## config.mk

```make
export PLATFORM = sky130hd
export DESIGN_NAME = fbc64_csr
export DESIGN_NICKNAME = d
export VERILOG_FILES = /design/src/hdl/fbc64_pkg.sv /design/src/hdl/fbc64_csr.sv
export SDC_FILE = /design/constraint.sdc
export NUM_CORES = 1
export LEC_CHECK = 0
export BUFFER_PORTS_ARGS = -buffer_cell sky130_fd_sc_hd__clkbuf_2
export CORE_MARGIN = 2
export CORE_UTILIZATION = 35
export CTS_BUF_LIST = sky130_fd_sc_hd__clkbuf_8
export DETAILED_ROUTE_END_ITERATION = 8
export SLEW_MARGIN = 10
export SYNTH_ARGS = -nofsm -noshare
export SYNTH_HDL_FRONTEND = slang
export SYNTH_SLANG_ARGS = --single-unit
```

## constraint.sdc

```tcl
create_clock -name clock -period 3 [get_ports clock]
set_clock_uncertainty 0.2 [all_clocks]
set_input_delay 0.3 -clock clock [delete_from_list [all_inputs] [get_ports clock]]
set_output_delay 0.3 -clock clock [all_outputs]
set_load 0.01 [all_outputs]
```

## src/hdl/fbc64_pkg.sv

```systemverilog
// Shared types, constants and functions for the 64-bit Feistel block cipher.
// Holds the substitution table, the key reset values and the round helpers.
// No dependencies.
package fbc64_pkg;

   localparam int unsigned NumRounds = 32;
   localparam int unsigned NumKeys = 8;
   localparam int unsigned RotAmount = 11;

   typedef logic [NumKeys-1:0][31:0] key_set_type;

   typedef enum logic {
      OP_ENCRYPT = 1'b0,
      OP_DECRYPT = 1'b1
   } opcode_type;

   typedef struct packed {
      logic       valid;
      opcode_type opcode;
   } stage_ctl_type;

   localparam key_set_type KEY_RESET = {
      32'h8FFF_FFFF, 32'h7FFF_FFFF, 32'h6FFF_FFFF, 32'h5FFF_FFFF,
      32'h4FFF_FFFF, 32'h3FFF_FFFF, 32'h2FFF_FFFF, 32'h1FFF_FFFF
   };

   localparam logic [3:0] SBOX [8][16] = '{
      '{4'd9, 4'd6, 4'd3, 4'd2, 4'd8, 4'd11, 4'd1, 4'd7,
        4'd10, 4'd4, 4'd14, 4'd15, 4'd12, 4'd0, 4'd13, 4'd5},
      '{4'd3, 4'd7, 4'd14, 4'd9, 4'd8, 4'd10, 4'd15, 4'd0,
        4'd5, 4'd2, 4'd6, 4'd12, 4'd11, 4'd4, 4'd13, 4'd1},
      '{4'd14, 4'd4, 4'd6, 4'd2, 4'd11, 4'd3, 4'd13, 4'd8,
        4'd12, 4'd15, 4'd5, 4'd10, 4'd0, 4'd7, 4'd1, 4'd9},
      '{4'd14, 4'd7, 4'd10, 4'd12, 4'd13, 4'd1, 4'd3, 4'd9,
        4'd0, 4'd2, 4'd11, 4'd4, 4'd15, 4'd8, 4'd5, 4'd6},
      '{4'd11, 4'd5, 4'd1, 4'd9, 4'd8, 4'd13, 4'd15, 4'd0,
        4'd14, 4'd4, 4'd2, 4'd3, 4'd12, 4'd7, 4'd10, 4'd6},
      '{4'd3, 4'd10, 4'd13, 4'd12, 4'd1, 4'd2, 4'd0, 4'd11,
        4'd7, 4'd5, 4'd9, 4'd4, 4'd8, 4'd15, 4'd14, 4'd6},
      '{4'd1, 4'd13, 4'd2, 4'd9, 4'd7, 4'd10, 4'd6, 4'd0,
        4'd8, 4'd12, 4'd4, 4'd5, 4'd15, 4'd3, 4'd11, 4'd14},
      '{4'd11, 4'd10, 4'd15, 4'd5, 4'd0, 4'd12, 4'd14, 4'd8,
        4'd6, 4'd2, 4'd3, 4'd9, 4'd1, 4'd7, 4'd13, 4'd4}
   };

   function automatic logic [2:0] key_index(opcode_type opcode, logic [4:0] round_idx);
      logic forward;
      forward = (opcode == OP_ENCRYPT) ? (round_idx < 5'd24) : (round_idx < 5'd8);
      return forward ? round_idx[2:0] : ~round_idx[2:0];
   endfunction

   function automatic logic [31:0] round_fn(logic [31:0] half, logic [31:0] key);
      logic [31:0] sum;
      logic [31:0] sub;
      sum = half + key;
      for (int j = 0; j < 8; j++) begin
         sub[4*j +: 4] = SBOX[j][sum[4*j +: 4]];
      end
      return {sub[31-RotAmount:0], sub[31:32-RotAmount]};
   endfunction

endpackage

```

## src/hdl/fbc64_csr.sv

```systemverilog
// Key register file behind the APB-style configuration port.
// Depends on fbc64_pkg for the key set type and reset values.
module fbc64_csr (
   input  logic                 clock,
   input  logic                 reset,
   input  logic                 psel,
   input  logic                 penable,
   input  logic                 pwrite,
   input  logic [4:0]           paddr,
   input  logic [31:0]          pwdata,
   output logic [31:0]          prdata,
   output logic                 pready,
   output fbc64_pkg::key_set_type keys
);
   import fbc64_pkg::*;

   key_set_type key_ff;
   key_set_type key_in;
   logic        wr_en;

   assign wr_en = psel && penable && pwrite;

   always_comb begin
      key_in = key_ff;
      if (wr_en) begin
         key_in[paddr[4:2]] = pwdata;
      end
   end

   always_ff @(posedge clock) begin
      if (reset) begin
         key_ff <= KEY_RESET;
      end else begin
         key_ff <= key_in;
      end
   end

   assign prdata = key_ff[paddr[4:2]];
   assign pready = 1'b1;
   assign keys   = key_ff;

endmodule

```

==> results.ini <==
[status]
outcome = complete, no violations

[power_and_ir_drop]
comb_power_share_pct = 7.1
p_sw_mw = 1.676
power_leakage_nw = 7.020
power_mw = 7.050
seq_power_share_pct = 48.9
pwr_density_cell_nw_per_um2 = 485.5
p_sw_share_pct = 23.77
clkPwrFrac_pct = 44.0
internal_power_mw = 5.374
vdd_ir_drop_max_v = 0.0002894

[logic_synthesis]
synth_top_area_share_pct = 45.39
seq_area_frac_synth_pct = 45.39
avgSynthCellArea_um2 = 11.09
yosysTopAreaCell = dfxtp_1
synth_warnings = 0
ys_ff_latch = 256
ys_types = 32
synthCells = 1018
synth_area_leaders = dfxtp_1, mux2i_1, mux4_2
netlist_area_um2 = 11290
syn-num-nets = 1060

[die]
fp.dieW_um = 183.6
io_pins = 331
die_h_um = 183.6
start_util_pct = 35.69
core_um2 = 31640
rows = 65
dieArea_um2 = 33710

[clock_tree]
cts_tree = yes
cts_buffers = 44
cts-root-buf = clkbuf_8
clkSlewWorstSetupHoldPaths_ps = 60
cts_setup_buffers = 0
clk_latency_ps = 530
cts_max_level = 2
clkSinkCount = 256
clk_path_buf_depth = 3

[timing]
timing.final.crit_share_pct = 83.30
setup_viol_count_final = 0
hold_viol = 0
slew_violations = 0
period_needed_ps = 2499
fmax_mhz = 400.2
worst_slack_ps = 501.0
tns_ps = 0
tightest_slew_ps = 803.2
slew_headroom_pct = 46.34
grt_setup_unrepaired = no

[setup_path]
cp_slowest_cell = buf_4
cp.arrival_ps = 2000
worstSetupStartpointType = input port
crit_type = in2out
worstSetupEndpointType = output port
critPathMaxFanout = 46
cp_common_cell = buf_4
max_stage_delay_ps = 620
crit_buf_inv = 3
crit_chain = buf_4 > buf_4 > mux4_2 > mux2_4 > clkbuf_2
critical_path.top_delay_family = buffers and inverters
required_ps = 2500

[route]
initialDrtViolationCount = 398
drt-pass1-iter-count = 4
drc = 0
via_per_inst = 5.041
ant_nets = 0
drt_wl_total_um = 34920
avgRoutedWirePerCell_um = 19.31
vias = 9115

[placed_design]
numPortBuffers = 327
gp_congestion = 0.7712
dp_hpwl_um = 24090
place_ws_ps = 472.5

[layout]
fin_nets = 1423
largest_reg_flops = 256
final_cell_mix = clkbuf_2, nor2_1, dfxtp_1
final_common_cell = clkbuf_2
syn_to_final_growth_pct = 28.61
nFillCells = 3021
drive_gt1_share_pct = 37.70
final_util_pct = 45.90
diodes = 0

[global_route]
overflow = 0
grt_pass1_vias = 9029
antenna_found_initial = 0
grt_usage_pct = 20.06
grt_first_pass_wirelength_um = 52910
grt_start_max_net_pins = 87

[job]
cap_violations = 0

[hold_path]
hp-class = in2reg

final cells by class:
cell class	count	area [µm²]	share of cell area (%)
flip-flops and latches	256	5125	35.29
clock buffers	56	770.7	5.308
inverters	1	3.754	0.02585
repair buffers	397	2306	15.88
multi-input cells	681	5727	39.44
clock inverters	15	86.33	0.5945
well taps	402	503.0	3.464
layer usage:
layer | routed length (µm) | GRT usage [%]
met1 | 15160 | 25.87
met2 | 16410 | 33.18
met3 | 2468 | 4.913
met4 | 876 | 6.176
met5 | 0 | 0
cells in the mapped netlist, drive strengths merged:
cell type / instances
and4: 1
o211a: 1
and3: 1
o21ai: 16
and4b: 1
a32oi: 1
mux4: 62
mux2i: 245
conb: 1
dfxtp: 256
nor2b: 5
inv: 1
a211oi: 1
nand4b: 1
clkbuf: 32
a21oi: 9
nor2: 271
buf: 48
mux2: 32
nand2: 7
nand4: 1
nand3: 11
nand2b: 13
nor3: 1
power by group through the flow:
stage	logic, mW	clock network, mW	registers, mW
2_1_floorplan	0.291	0	3.53
4_1_cts	0.504	3.18	3.45
6_report	0.498	3.10	3.45
3_3_place_gp	0.465	0	3.52
3_5_place_dp	0.470	0	3.52
5_1_grt	0.535	3.34	3.45
kinds of logic (layout without fill, tap and decap cells):
family | after synthesis | count (layout) | synth area share [%]
multiplexers | 339 | 339 | 37.61
buffers and inverters | 81 | 469 | 4.100
AND/OR/NAND/NOR | 313 | 313 | 11.52
other | 1 | 1 | 0.03321
flip-flops | 256 | 256 | 45.39
AO/OA/AOI/OAI | 28 | 28 | 1.341
metrics by stage:
step                hold slack, ps  cell area (µm²)  std cells
global route                 108.9            14520       1808
global placement             279.4            13340       1705
floorplan                    247.7            11290       1018
finish                       87.64            14520       1808
CTS                          59.80            14520       1808
detailed placement           287.9            13340       1705
path summary, 6_finish.rpt:
kind                                 from   endpoint  slack, ps  cells past startpoint
worst max-delay path             paddr[3]  prdata[0]        500                      5
worst min-delay path                 psel  keys[254]         90                      4
worst max register to register  keys[253]  keys[253]       2030                      3
worst min register to register  keys[159]  keys[159]        290                      2
worst reg2reg max path, cell delays in order, from the launching register on:
cell and delay [ps]:
dfxtp_1 330, nor2b_1 130, o21ai_0 90, o21ai_0 100
repair_timing:
| action | CTS | global route |
|---|---|---|
| endpoints found under the setup margin | 0 | 0 |
| hold buffers | 32 | 0 |
| resized for setup | 0 | 0 |
| hold endpoints to repair | 255 | 0 |
Note: power is estimated with default switching activity, not from simulation.
