<file path="src/hdl/fbc64_pkg.sv">
// Shared types, constants and functions for the 64-bit Feistel block cipher.
// Holds the substitution table, the key reset values and the round helpers.
// No dependencies.
package fbc64_pkg;

   localparam int unsigned NumRounds = 32;
   localparam int unsigned NumKeys = 8;
   localparam int unsigned RotAmount = 11;

   typedef logic [NumKeys-1:0][31:0] key_set_type;

   typedef enum logic {
      OP_ENCRYPT = 1'b0,
      OP_DECRYPT = 1'b1
   } opcode_type;

   typedef struct packed {
      logic       valid;
      opcode_type opcode;
   } stage_ctl_type;

   localparam key_set_type KEY_RESET = {
      32'h8FFF_FFFF, 32'h7FFF_FFFF, 32'h6FFF_FFFF, 32'h5FFF_FFFF,
      32'h4FFF_FFFF, 32'h3FFF_FFFF, 32'h2FFF_FFFF, 32'h1FFF_FFFF
   };

   localparam logic [3:0] SBOX [8][16] = '{
      '{4'd9, 4'd6, 4'd3, 4'd2, 4'd8, 4'd11, 4'd1, 4'd7,
        4'd10, 4'd4, 4'd14, 4'd15, 4'd12, 4'd0, 4'd13, 4'd5},
      '{4'd3, 4'd7, 4'd14, 4'd9, 4'd8, 4'd10, 4'd15, 4'd0,
        4'd5, 4'd2, 4'd6, 4'd12, 4'd11, 4'd4, 4'd13, 4'd1},
      '{4'd14, 4'd4, 4'd6, 4'd2, 4'd11, 4'd3, 4'd13, 4'd8,
        4'd12, 4'd15, 4'd5, 4'd10, 4'd0, 4'd7, 4'd1, 4'd9},
      '{4'd14, 4'd7, 4'd10, 4'd12, 4'd13, 4'd1, 4'd3, 4'd9,
        4'd0, 4'd2, 4'd11, 4'd4, 4'd15, 4'd8, 4'd5, 4'd6},
      '{4'd11, 4'd5, 4'd1, 4'd9, 4'd8, 4'd13, 4'd15, 4'd0,
        4'd14, 4'd4, 4'd2, 4'd3, 4'd12, 4'd7, 4'd10, 4'd6},
      '{4'd3, 4'd10, 4'd13, 4'd12, 4'd1, 4'd2, 4'd0, 4'd11,
        4'd7, 4'd5, 4'd9, 4'd4, 4'd8, 4'd15, 4'd14, 4'd6},
      '{4'd1, 4'd13, 4'd2, 4'd9, 4'd7, 4'd10, 4'd6, 4'd0,
        4'd8, 4'd12, 4'd4, 4'd5, 4'd15, 4'd3, 4'd11, 4'd14},
      '{4'd11, 4'd10, 4'd15, 4'd5, 4'd0, 4'd12, 4'd14, 4'd8,
        4'd6, 4'd2, 4'd3, 4'd9, 4'd1, 4'd7, 4'd13, 4'd4}
   };

   function automatic logic [2:0] key_index(opcode_type opcode, logic [4:0] round_idx);
      logic forward;
      forward = (opcode == OP_ENCRYPT) ? (round_idx < 5'd24) : (round_idx < 5'd8);
      return forward ? round_idx[2:0] : ~round_idx[2:0];
   endfunction

   function automatic logic [31:0] round_fn(logic [31:0] half, logic [31:0] key);
      logic [31:0] sum;
      logic [31:0] sub;
      sum = half + key;
      for (int j = 0; j < 8; j++) begin
         sub[4*j +: 4] = SBOX[j][sum[4*j +: 4]];
      end
      return {sub[31-RotAmount:0], sub[31:32-RotAmount]};
   endfunction

endpackage

</file>
<file path="src/hdl/fbc64_cell.sv">
// One round cell of the cipher chain: a Feistel round and its stage register.
// Depends on fbc64_pkg for the round function, key selection and stage types.
module fbc64_cell (
   input  logic                    clock,
   input  logic                    reset,
   input  logic [4:0]              round_idx,
   input  fbc64_pkg::key_set_type  keys,
   input  fbc64_pkg::stage_ctl_type up_ctl,
   input  logic [31:0]             up_left,
   input  logic [31:0]             up_right,
   output logic                    up_ready,
   input  logic                    dn_ready,
   output fbc64_pkg::stage_ctl_type dn_ctl,
   output logic [31:0]             dn_left,
   output logic [31:0]             dn_right
);
   import fbc64_pkg::*;

   stage_ctl_type ctl_ff;
   logic [31:0]   left_ff;
   logic [31:0]   right_ff;
   logic [31:0]   left_in;
   logic [31:0]   right_in;
   logic [31:0]   round_key;

   assign up_ready  = !ctl_ff.valid || dn_ready;
   assign round_key = keys[key_index(up_ctl.opcode, round_idx)];
   assign left_in   = up_right;
   assign right_in  = up_left ^ round_fn(up_right, round_key);

   always_ff @(posedge clock) begin
      if (reset) begin
         ctl_ff <= '0;
      end else if (up_ready) begin
         ctl_ff <= up_ctl;
      end
   end

   always_ff @(posedge clock) begin
      if (up_ready && up_ctl.valid) begin
         left_ff  <= left_in;
         right_ff <= right_in;
      end
   end

   assign dn_ctl   = ctl_ff;
   assign dn_left  = left_ff;
   assign dn_right = right_ff;

endmodule

</file>
<file path="config.mk">
export PLATFORM = sky130hd
export DESIGN_NAME = fbc64_cell
export DESIGN_NICKNAME = d
export VERILOG_FILES = /design/src/hdl/fbc64_pkg.sv /design/src/hdl/fbc64_cell.sv
export SDC_FILE = /design/constraint.sdc
export NUM_CORES = 1
export LEC_CHECK = 0
export BUFFER_PORTS_ARGS = -buffer_cell sky130_fd_sc_hd__clkbuf_2
export CAP_MARGIN = 20
export CORE_AREA = 5 5 150 152
export DETAILED_ROUTE_END_ITERATION = 6
export DIE_AREA = 0 0 155 157
export GPL_ROUTABILITY_DRIVEN = 0
export PLACE_DENSITY_LB_ADDON = 0.3
export SLEW_MARGIN = 10
export SYNTH_ARGS = -nofsm -noshare
export SYNTH_HDL_FRONTEND = slang
export SYNTH_SLANG_ARGS = --single-unit
</file>
<file path="constraint.sdc">
create_clock -name clock -period 9.15 [get_ports clock]
set_clock_uncertainty 0.2 [all_clocks]
set_input_delay 1.3725 -clock clock [delete_from_list [all_inputs] [get_ports clock]]
set_output_delay 1.3725 -clock clock [all_outputs]
set_load 0.01 [all_outputs]
</file>
==> flow_metrics.tcl <==
set metrics [dict create \
    outcome "complete, no violations" \
    ctsHoldBuffers 0 \
    setup.worst_path.start_class "input port" \
    synth_edf_count 64 \
    netlist_area_um2 7685 \
    drc 0 \
    grt_pass1_wl_mm 41.81 \
    syn_area_per_cell_um2 11.19 \
    timing.final.crit_share_pct 82.66 \
    drv_cap 0 \
    yosys_warnings 0 \
    setup_tns_ps 0 \
    ys_async_sr_fraction_pct 0 \
    cts_tree "done" \
    synth_top_area_share_pct 25.01 \
    nets 1471 \
    cts_made_buffers 9 \
    finalHoldViolCount 0 \
    hold-worst-slack_ps 271.9 \
    synthCells 687 \
    core-area_um2 20890 \
    ys_ff_latch 66 \
    leakage_nw 4.756 \
    synthFlopType "edfxtp_1" \
    root_buffer "clkbuf_16" \
    cts_max_level 3 \
    overflow 0 \
    path_cells "clkbuf_2 -> maj3_1 -> xnor2_2 -> buf_4 -> mux4_2 -> mux2_2 -> fa_1 -> a211oi_1 -> o211ai_1 -> a211oi_1 -> o311ai_1 -> and3_1 -> o311ai_1 -> inv_1 -> ha_1 -> a2111oi_0 -> a31oi_1 -> mux2i_1 -> xor2_1" \
    detail_route.wirelength_mm 28.58 \
    post_cts.repair.setup_buffers 0 \
    fin_crit_ps 7563 \
    min_path_type "register to register" \
    tightest_slew_ps 865.2 \
    final_cell_mix "396 x clkbuf_2, 72 x mux4_2, 68 x ha_1" \
    ir_drop_uv 90.67 \
    report.final.slew_viol_count 0 \
    drive_gt1_share_pct 50.32 \
    track_usage_pct 22.56 \
    crit_path_max_fanout 28 \
    routed_via_density 5.443 \
    slew_headroom_pct 42.32 \
    clockBufferDepth 2 \
    hpwl_mm 24.65 \
    first_global_vias 7429 \
    antenna_left 0 \
    port_buffers 396 \
    rsz0062_at_grt "false" \
    synth_top_area_cell "edfxtp_1" \
    grt_max_degree 65 \
    rows 53 \
    critPathKind "input port to register" \
    dr.pass1.iters 5 \
    dieWidth_um 155 \
    critPathArrivalTime_ps 7460 \
    setup_viol 0 \
    synthToLayoutAreaGrowth_pct 34.40 \
    antenna_found_initial 4 \
    fp.dieArea_um2 24340 \
    io_pins 397 \
    layout_commonest_cell "clkbuf_2" \
    insertion_delay_ps 350 \
    drtIter0Drc 545 \
    initial_core_util_pct 36.79 \
    chipHeight_um 157 \
    cp_data_required_time_ps 9050 \
    cp-end-kind "register" \
    vias 7370 \
    cts.clk_slew.worst_paths_ps 70 \
    clock-sinks 66 \
    synth_cell_types 66 \
    cts_resized 0 \
    yosysSeqAreaShare_pct 25.53 \
    p_per_area_nw_per_um2 251.3 \
    fmax_mhz 132.2 \
    crit_slowest_cell "o311ai_1" \
    synth_area_leaders "edfxtp_1 25%, mux4_2 21%, ha_1 11%" \
    wl_per_cell_um 21.11 \
    cpPeakStageDelay_ps 720 \
    synthesis.nets 1086 \
]
stage by stage:
step / area, um2 / util (%) / instances / power [W] / setup WS, ps
after global routing: 10330 / 49.45 / 1354 / 0.002798 / 1245
after floorplan: 7685 / - / 687 / 0.001740 / 2001
after detailed placement: 9957 / 47.67 / 1336 / 0.002162 / 1274
after global placement: 9957 / 47.67 / 1336 / 0.002127 / 1505
after CTS: 10320 / 49.42 / 1352 / 0.002611 / 1646
final: 10330 / 49.45 / 1354 / 0.002596 / 1587
state kept, by name, indices dropped and copies added (netlist names):
register	count
dn_left	32
dn_ctl	2
dn_right	32
layer usage:
layer / vias up / global-route usage, % / part of all wire, %
li1: 3494 / - / -
met1: 3495 / 29.49 / 42
met2: 335 / 36.78 / 47
met3: 42 / 5.829 / 8.9
met4: 4 / 7.275 / 2.2
met5: - / 0 / 0.084
layout make-up:
cell class | count | area, um2
Clock buffer | 9 | 225.2
Clock inverter | 7 | 141.4
Fill cell | 1941 | 10560
Inverter | 33 | 123.9
Tap cell | 275 | 344.1
Multi-Input combinational cell | 561 | 5508
Timing Repair Buffer | 401 | 2019
Antenna cell | 2 | 5.005
Sequential cell | 66 | 1962
Yosys cell counts (9+ instances only):
| master | instances |
|---|---|
| o21ai_0 | 23 |
| mux2_2 | 35 |
| a21o_1 | 16 |
| xor2_1 | 27 |
| nor2_1 | 20 |
| mux4_2 | 72 |
| inv_1 | 33 |
| ha_1 | 68 |
| a21oi_1 | 42 |
| nand2_1 | 40 |
| clkbuf_1 | 17 |
| edfxtp_1 | 64 |
| nor3_1 | 14 |
| a211oi_1 | 10 |
| a31oi_1 | 9 |
| nand3_1 | 13 |
| o211ai_1 | 9 |
| buf_2 | 9 |
| mux2i_1 | 21 |
| xnor2_1 | 32 |
| and2_1 | 9 |
report_power, final:
group	internal, W	switching, W
Sequential	0.000473	0.0000196
Clock	0.000294	0.000141
Combinational	0.000760	0.000908
critical path: cells and delay by family:
| kind | cells | cell delay (ps) |
|---|---|---|
| adders and majority gates | 3 | 1260 |
| muxes | 3 | 1070 |
| buffers and inverters | 3 | 770 |
| xor gates and xnor gates | 2 | 410 |
| AOI/OAI and AO/OA | 7 | 2270 |
| and+or+nand+nor | 1 | 280 |
cells by family (layout without fill, tap and decap cells):
logic type,Yosys count,after routing,synth area share (%)
adders and majority gates,70,70,11.46
and+or+nand+nor,140,140,9.378
xor gates and xnor gates,61,61,7.148
other,0,2,0
buffers and inverters,60,450,3.175
DFF,66,66,25.53
AOI/OAI and AO/OA,162,162,14.34
muxes,128,128,28.96
final timing paths:
check                                from           end  slack, ps  cells past startpoint
worst max register to register  dn_ctl[1]  dn_right[29]       7220                      3
worst min-delay path            dn_ctl[0]     dn_ctl[0]        270                      2
worst min register to register  dn_ctl[0]     dn_ctl[0]        270                      2
worst max-delay path            up_ctl[0]   dn_right[9]       1590                     19
No activity file was read; power rests on OpenSTA's default activity.
